<file path="src/sv/sraw_pkg.sv">
// Shared types and constants of the sprite attribute RAM window.
package sraw_pkg;

	// Bus access kinds carried in the opcode field.
	typedef enum logic {
		OP_READ  = 1'b0,
		OP_WRITE = 1'b1
	} opcode_t;

	// Window and control addresses on the bus.
	localparam logic [15:0] ADDR_RECORD0 = 16'h7ff0;
	localparam logic [15:0] ADDR_PACKED  = 16'h7ff4;
	localparam logic [15:0] ADDR_BANK    = 16'h7ff5;
	localparam logic [15:0] ADDR_INDEX   = 16'h7ff6;

	// Bank bases and the offset of the packed attribute bytes.
	localparam logic [15:0] BASE_BANK0  = 16'h1c00;
	localparam logic [15:0] BASE_BANK1  = 16'h1800;
	localparam logic [15:0] PACKED_OFS  = 16'h0200;

	typedef struct packed {
		logic        opcode;
		logic [15:0] bus_address;
		logic [7:0]  write_byte;
	} in_word_t;

	typedef struct packed {
		logic [7:0] read_byte;
	} out_word_t;

	// What an accepted word asks the sequencer to do.
	typedef enum logic [1:0] {
		KIND_READ   = 2'd0,
		KIND_WPLAIN = 2'd1,
		KIND_WREC   = 2'd2,
		KIND_WPACK  = 2'd3
	} item_kind_t;

	typedef struct packed {
		logic clr;
		logic accept;
		logic wr_rec;
		logic wr_pack;
		logic push;
	} dp_cmd_t;

	typedef struct packed {
		logic       clr_last;
		item_kind_t kind;
	} dp_stat_t;

endpackage

</file>
<file path="src/sv/sraw_ctrl.sv">
// Sequencer of the sprite attribute RAM window: clearing pass, access steps, result hand-off.
module sraw_ctrl (
	input  logic              clk,
	input  logic              arst_n,
	input  logic              in_valid,
	output logic              in_ready,
	output logic              out_valid,
	input  logic              out_ready,
	input  sraw_pkg::dp_stat_t stat,
	output sraw_pkg::dp_cmd_t  cmd
);

	typedef enum logic [4:0] {
		S_CLEAR = 5'b00001,
		S_IDLE  = 5'b00010,
		S_WREC  = 5'b00100,
		S_WPACK = 5'b01000,
		S_FIN   = 5'b10000
	} state_t;

	state_t state_q;
	state_t state_d;
	logic   out_valid_q;
	logic   out_free;
	logic   acc;
	logic   finishing;

	assign out_free  = !out_valid_q || out_ready;
	assign in_ready  = (state_q == S_IDLE);
	assign acc       = in_ready && in_valid;
	assign finishing = (state_q == S_FIN) || (state_q == S_WREC) || (state_q == S_WPACK);

	assign cmd.clr     = (state_q == S_CLEAR);
	assign cmd.accept  = acc;
	assign cmd.wr_rec  = (state_q == S_WREC);
	assign cmd.wr_pack = (state_q == S_WPACK);
	assign cmd.push    = finishing && out_free;

	assign out_valid = out_valid_q;

	always_comb begin
		state_d = state_q;
		unique case (state_q)
			S_CLEAR: begin
				if (stat.clr_last) state_d = S_IDLE;
			end
			S_IDLE: begin
				if (acc) begin
					unique case (stat.kind)
						sraw_pkg::KIND_WREC:  state_d = S_WREC;
						sraw_pkg::KIND_WPACK: state_d = S_WPACK;
						default:              state_d = S_FIN;
					endcase
				end
			end
			S_WREC, S_WPACK: begin
				state_d = out_free ? S_IDLE : S_FIN;
			end
			S_FIN: begin
				if (out_free) state_d = S_IDLE;
			end
			default: state_d = S_CLEAR;
		endcase
	end

	always_ff @(posedge clk or negedge arst_n) begin
		if (!arst_n) begin
			state_q     <= S_CLEAR;
			out_valid_q <= 1'b0;
		end else begin
			state_q <= state_d;
			if (cmd.push) begin
				out_valid_q <= 1'b1;
			end else if (out_ready) begin
				out_valid_q <= 1'b0;
			end
		end
	end

endmodule

</file>
<file path="config.mk">
export PLATFORM = sky130hd
export DESIGN_NAME = sraw_ctrl
export DESIGN_NICKNAME = d
export VERILOG_FILES = /design/src/sv/sraw_pkg.sv /design/src/sv/sraw_ctrl.sv
export SDC_FILE = /design/constraint.sdc
export NUM_CORES = 1
export LEC_CHECK = 0
export ABC_CLOCK_PERIOD_IN_PS = 2900
export BUFFER_PORTS_ARGS = -buffer_cell sky130_fd_sc_hd__buf_2
export CAP_MARGIN = 20
export CORE_AREA = 2 2 39 41
export CTS_CLUSTER_SIZE = 25
export DETAILED_ROUTE_END_ITERATION = 7
export DIE_AREA = 0 0 41 43
export HOLD_SLACK_MARGIN = 0.12
export SLEW_MARGIN = 10
export SYNTH_ARGS = -nofsm -noshare
export SYNTH_HDL_FRONTEND = slang
export SYNTH_SLANG_ARGS = --single-unit
export TNS_END_PERCENT = 1
</file>
<file path="constraint.sdc">
create_clock -name clk -period 2.9 [get_ports clk]
set_clock_uncertainty 0.2 [all_clocks]
set_input_delay 0 -clock clk [delete_from_list [all_inputs] [get_ports clk]]
set_output_delay 0 -clock clk [all_outputs]
set_load 0.01 [all_outputs]
</file>
==> flow_summary.toml <==
[outcome]
status = "completed"

[synth]
synth_compound_area_share_pct = 17.2
yosys.area_share.simple_pct = 32.7
synth_area_leader_cell = "dfrtp_1"
seq_area_frac_synth_pct = 33.5
ys_types = 32
synthAdderAreaFrac_pct = 0
syn_inst = 52
ys.flop_type = "dfrtp_1"
synth_top_family_by_area = "simple AND/OR/NAND/NOR gates"
async_flop_share_pct = 100
synth_xor_area_share_pct = 3.60
synth-edff-count = 0
syn_area_um2 = 452
avgSynthCellArea_um2 = 8.69
yosys_warnings = 0
yosys-mux-area-fraction_pct = 0
synth_seq_cells = 6
synth_top_area_share_pct = 27.7
synth_area_leaders = "dfrtp_1 28%, dfstp_2 5.8%, buf_6 5.0%"
synth_fp_nets = 59

[die]
die_x_um = 41
ioPinCount = 14
dieArea_um2 = 1760
core_area_um2 = 1380
initial_core_util_pct = 32.6
die_y_um = 43
rows = 14

[cts]
clock_latency_ps = 250
cts_max_path_buffers = 2
h-tree-depth = 1
cts_tree = "done"
path_clk_slew_ps = 50
cts_buffers = 3
clock_sinks = 6
postCtsResizedCells = 0
clockRootBuffer = "clkbuf_4"

[finish]
n_antenna_cell = 0
drive_gt1_share_pct = 27.4
stdcell_area_um2 = 619
filler_cell_count = 139
layout_common_cells = "13 x buf_2, 10 x dlygate4sd3_1, 5 x nor2_1, 5 x dfrtp_1, 4 x inv_1"
final_nets = 81
final_common_cell = "buf_2"
utilization_pct = 44.8
area_delta_synth_final_pct = 37.1

[placed_design]
dp.final_hpwl_um = 747
io_buffer_count = 13
place.gp.congestion = 0.817
dpl_cell_area_um2 = 493

[setup_path]
rrSetupSlack_ps = 750
r2r_start = "state_q[0]$_DFFE_PN1P_"
crit_arrival_ps = 2070
cp.required_ps = 2820
cp_max_fo = 11
endpoint_kind = "flop"
critical_path.cell_chain = "nor2b_1, and3b_1, a22o_1, o2bb2ai_1, dlygate4sd3_1"
cp_slowest_cell = "dfstp_2"
start_kind = "flop"
r2r-end = "state_q[4]$_DFFE_PN0P_"
critPathKind = "flop to flop"
reg2reg_depth = 5
critical_path.max_stage_delay_ps = 620

[sta]
worstMarginPinSlew_ps = 384
fin_crit_sh_pct = 74.3
maxSlewHeadroom_pct = 74.2
fin_crit_ps = 2150
fmax_ghz = 0.464
finalSetupTns_ps = 0
hold_viol_final = 0
rsz0062_at_grt = "no"
slew_violations = 0
setup_viol = 0

[power]
power_density_nw_per_um2 = 630
leakagePower_nw = 0.301
vdd_drop_max_v = 0.000239

[worst_hold_path]
hp-class = "flop to flop"
hold_end = "out_valid$_DFFE_PN0P_"
hold_depth = 2
holdCritStartpoint = "out_valid$_DFFE_PN0P_"

[global_route]
grt_max_degree = 12
grt_pass1_wl_um = 1730
grt_util_all_layers_pct = 14.9
antenna_found_initial = 0
grt_overflow = 0
grt_pass1_vias = 399

[detailed_routing]
final_antenna_net_count = 0
drtIter0Drc = 5
postRouteWirelength_um = 1050
post-route-drc-count = 0
vias = 441
vias_per_cell = 4.96
wl_per_cell_um = 11.8
firstDrtPassIters = 4

[job]
cap_violations = 0
## flip-flops by register name, indices dropped and copies added (netlist names)
signal     flops
out_valid      1
state_q        5
## critical path, delay by kind of cell (launching register included)
family / cells / cell delay [ps]
AO/OA/AOI/OAI: 2 / 360
AND/OR/NAND/NOR: 2 / 290
flip-flops: 1 / 620
buffers and inverters: 1 / 560
## metal layers
layer  track usage, %  part of all wire, %  wire (µm)
met2             18.4                   48        504
met4             11.3                  2.4         25
met3             4.71                  4.3         45
met1             20.7                   45        479
met5                0                    0          0
## final cells by class
cell class	instances	area (µm²)	share of cell area [%]
flip-flops and latches	6	151	24.4
repair buffers	23	165	26.7
clock buffers	4	26.3	4.24
inverters	4	15.0	2.42
well taps	16	20.0	3.23
multi-input cells	36	241	39.0
## synth_stat cells, types with 2 or more instances
cell type and number:
dfrtp_1 5, nor2_1 5, inv_1 4, nor4_1 3
a21oi_1 2, and3b_1 2, buf_6 2, nand2_1 2
nand2b_1 2, nor2b_1 2, nor3b_1 2
## where the power goes
group / total (W) / internal, W / switching (W)
Combinational: 0.000156 / 0.0000821 / 0.0000740
Sequential: 0.000149 / 0.000107 / 0.0000412
Clock: 0.0000856 / 0.0000523 / 0.0000333
## timing repair
item	4_1_cts	5_1_grt
setup endpoints to repair	0	0
buffers inserted	0	0
hold buffers	10	0
endpoints found under the hold margin	12	0
## cell families (layout without fill, tap and decap cells)
family | Yosys count | in the layout
AOI/OAI and AO/OA | 10 | 10
xor gates and xnor gates | 1 | 1
buffers and inverters | 10 | 31
DFF | 6 | 6
and+or+nand+nor | 25 | 25
## how the worst max path moves through the flow
| stage | from | endpoint | slack, ps | cells past startpoint |
|---|---|---|---|---|
| detailed placement | state_q[3]$_DFFE_PN0P_ | state_q[1]$_DFFE_PN0P_ | 1220 | 4 |
| global route | state_q[1]$_DFFE_PN0P_ | state_q[2]$_DFFE_PN0P_ | 560 | 5 |
| global placement | state_q[1]$_DFFE_PN0P_ | state_q[1]$_DFFE_PN0P_ | 1270 | 4 |
| finish | state_q[0]$_DFFE_PN1P_ | state_q[4]$_DFFE_PN0P_ | 750 | 5 |
| CTS | state_q[0]$_DFFE_PN1P_ | state_q[4]$_DFFE_PN0P_ | 760 | 5 |
| floorplan | state_q[2]$_DFFE_PN0P_ | state_q[1]$_DFFE_PN0P_ | 1320 | 5 |
## metrics by stage
stage / std cells / hold WS [ps] / total power [W] / setup slack (ps)
after floorplan: 52 / -496 / 0.000259 / 1320
after global placement: 75 / -364 / 0.000295 / 1270
after detailed placement: 75 / -362 / 0.000295 / 1220
after CTS: 89 / 335 / 0.000394 / 760
after global routing: 89 / 358 / 0.000422 / 559
final: 89 / 330 / 0.000390 / 746
Note: power is estimated with default switching activity, not from simulation.
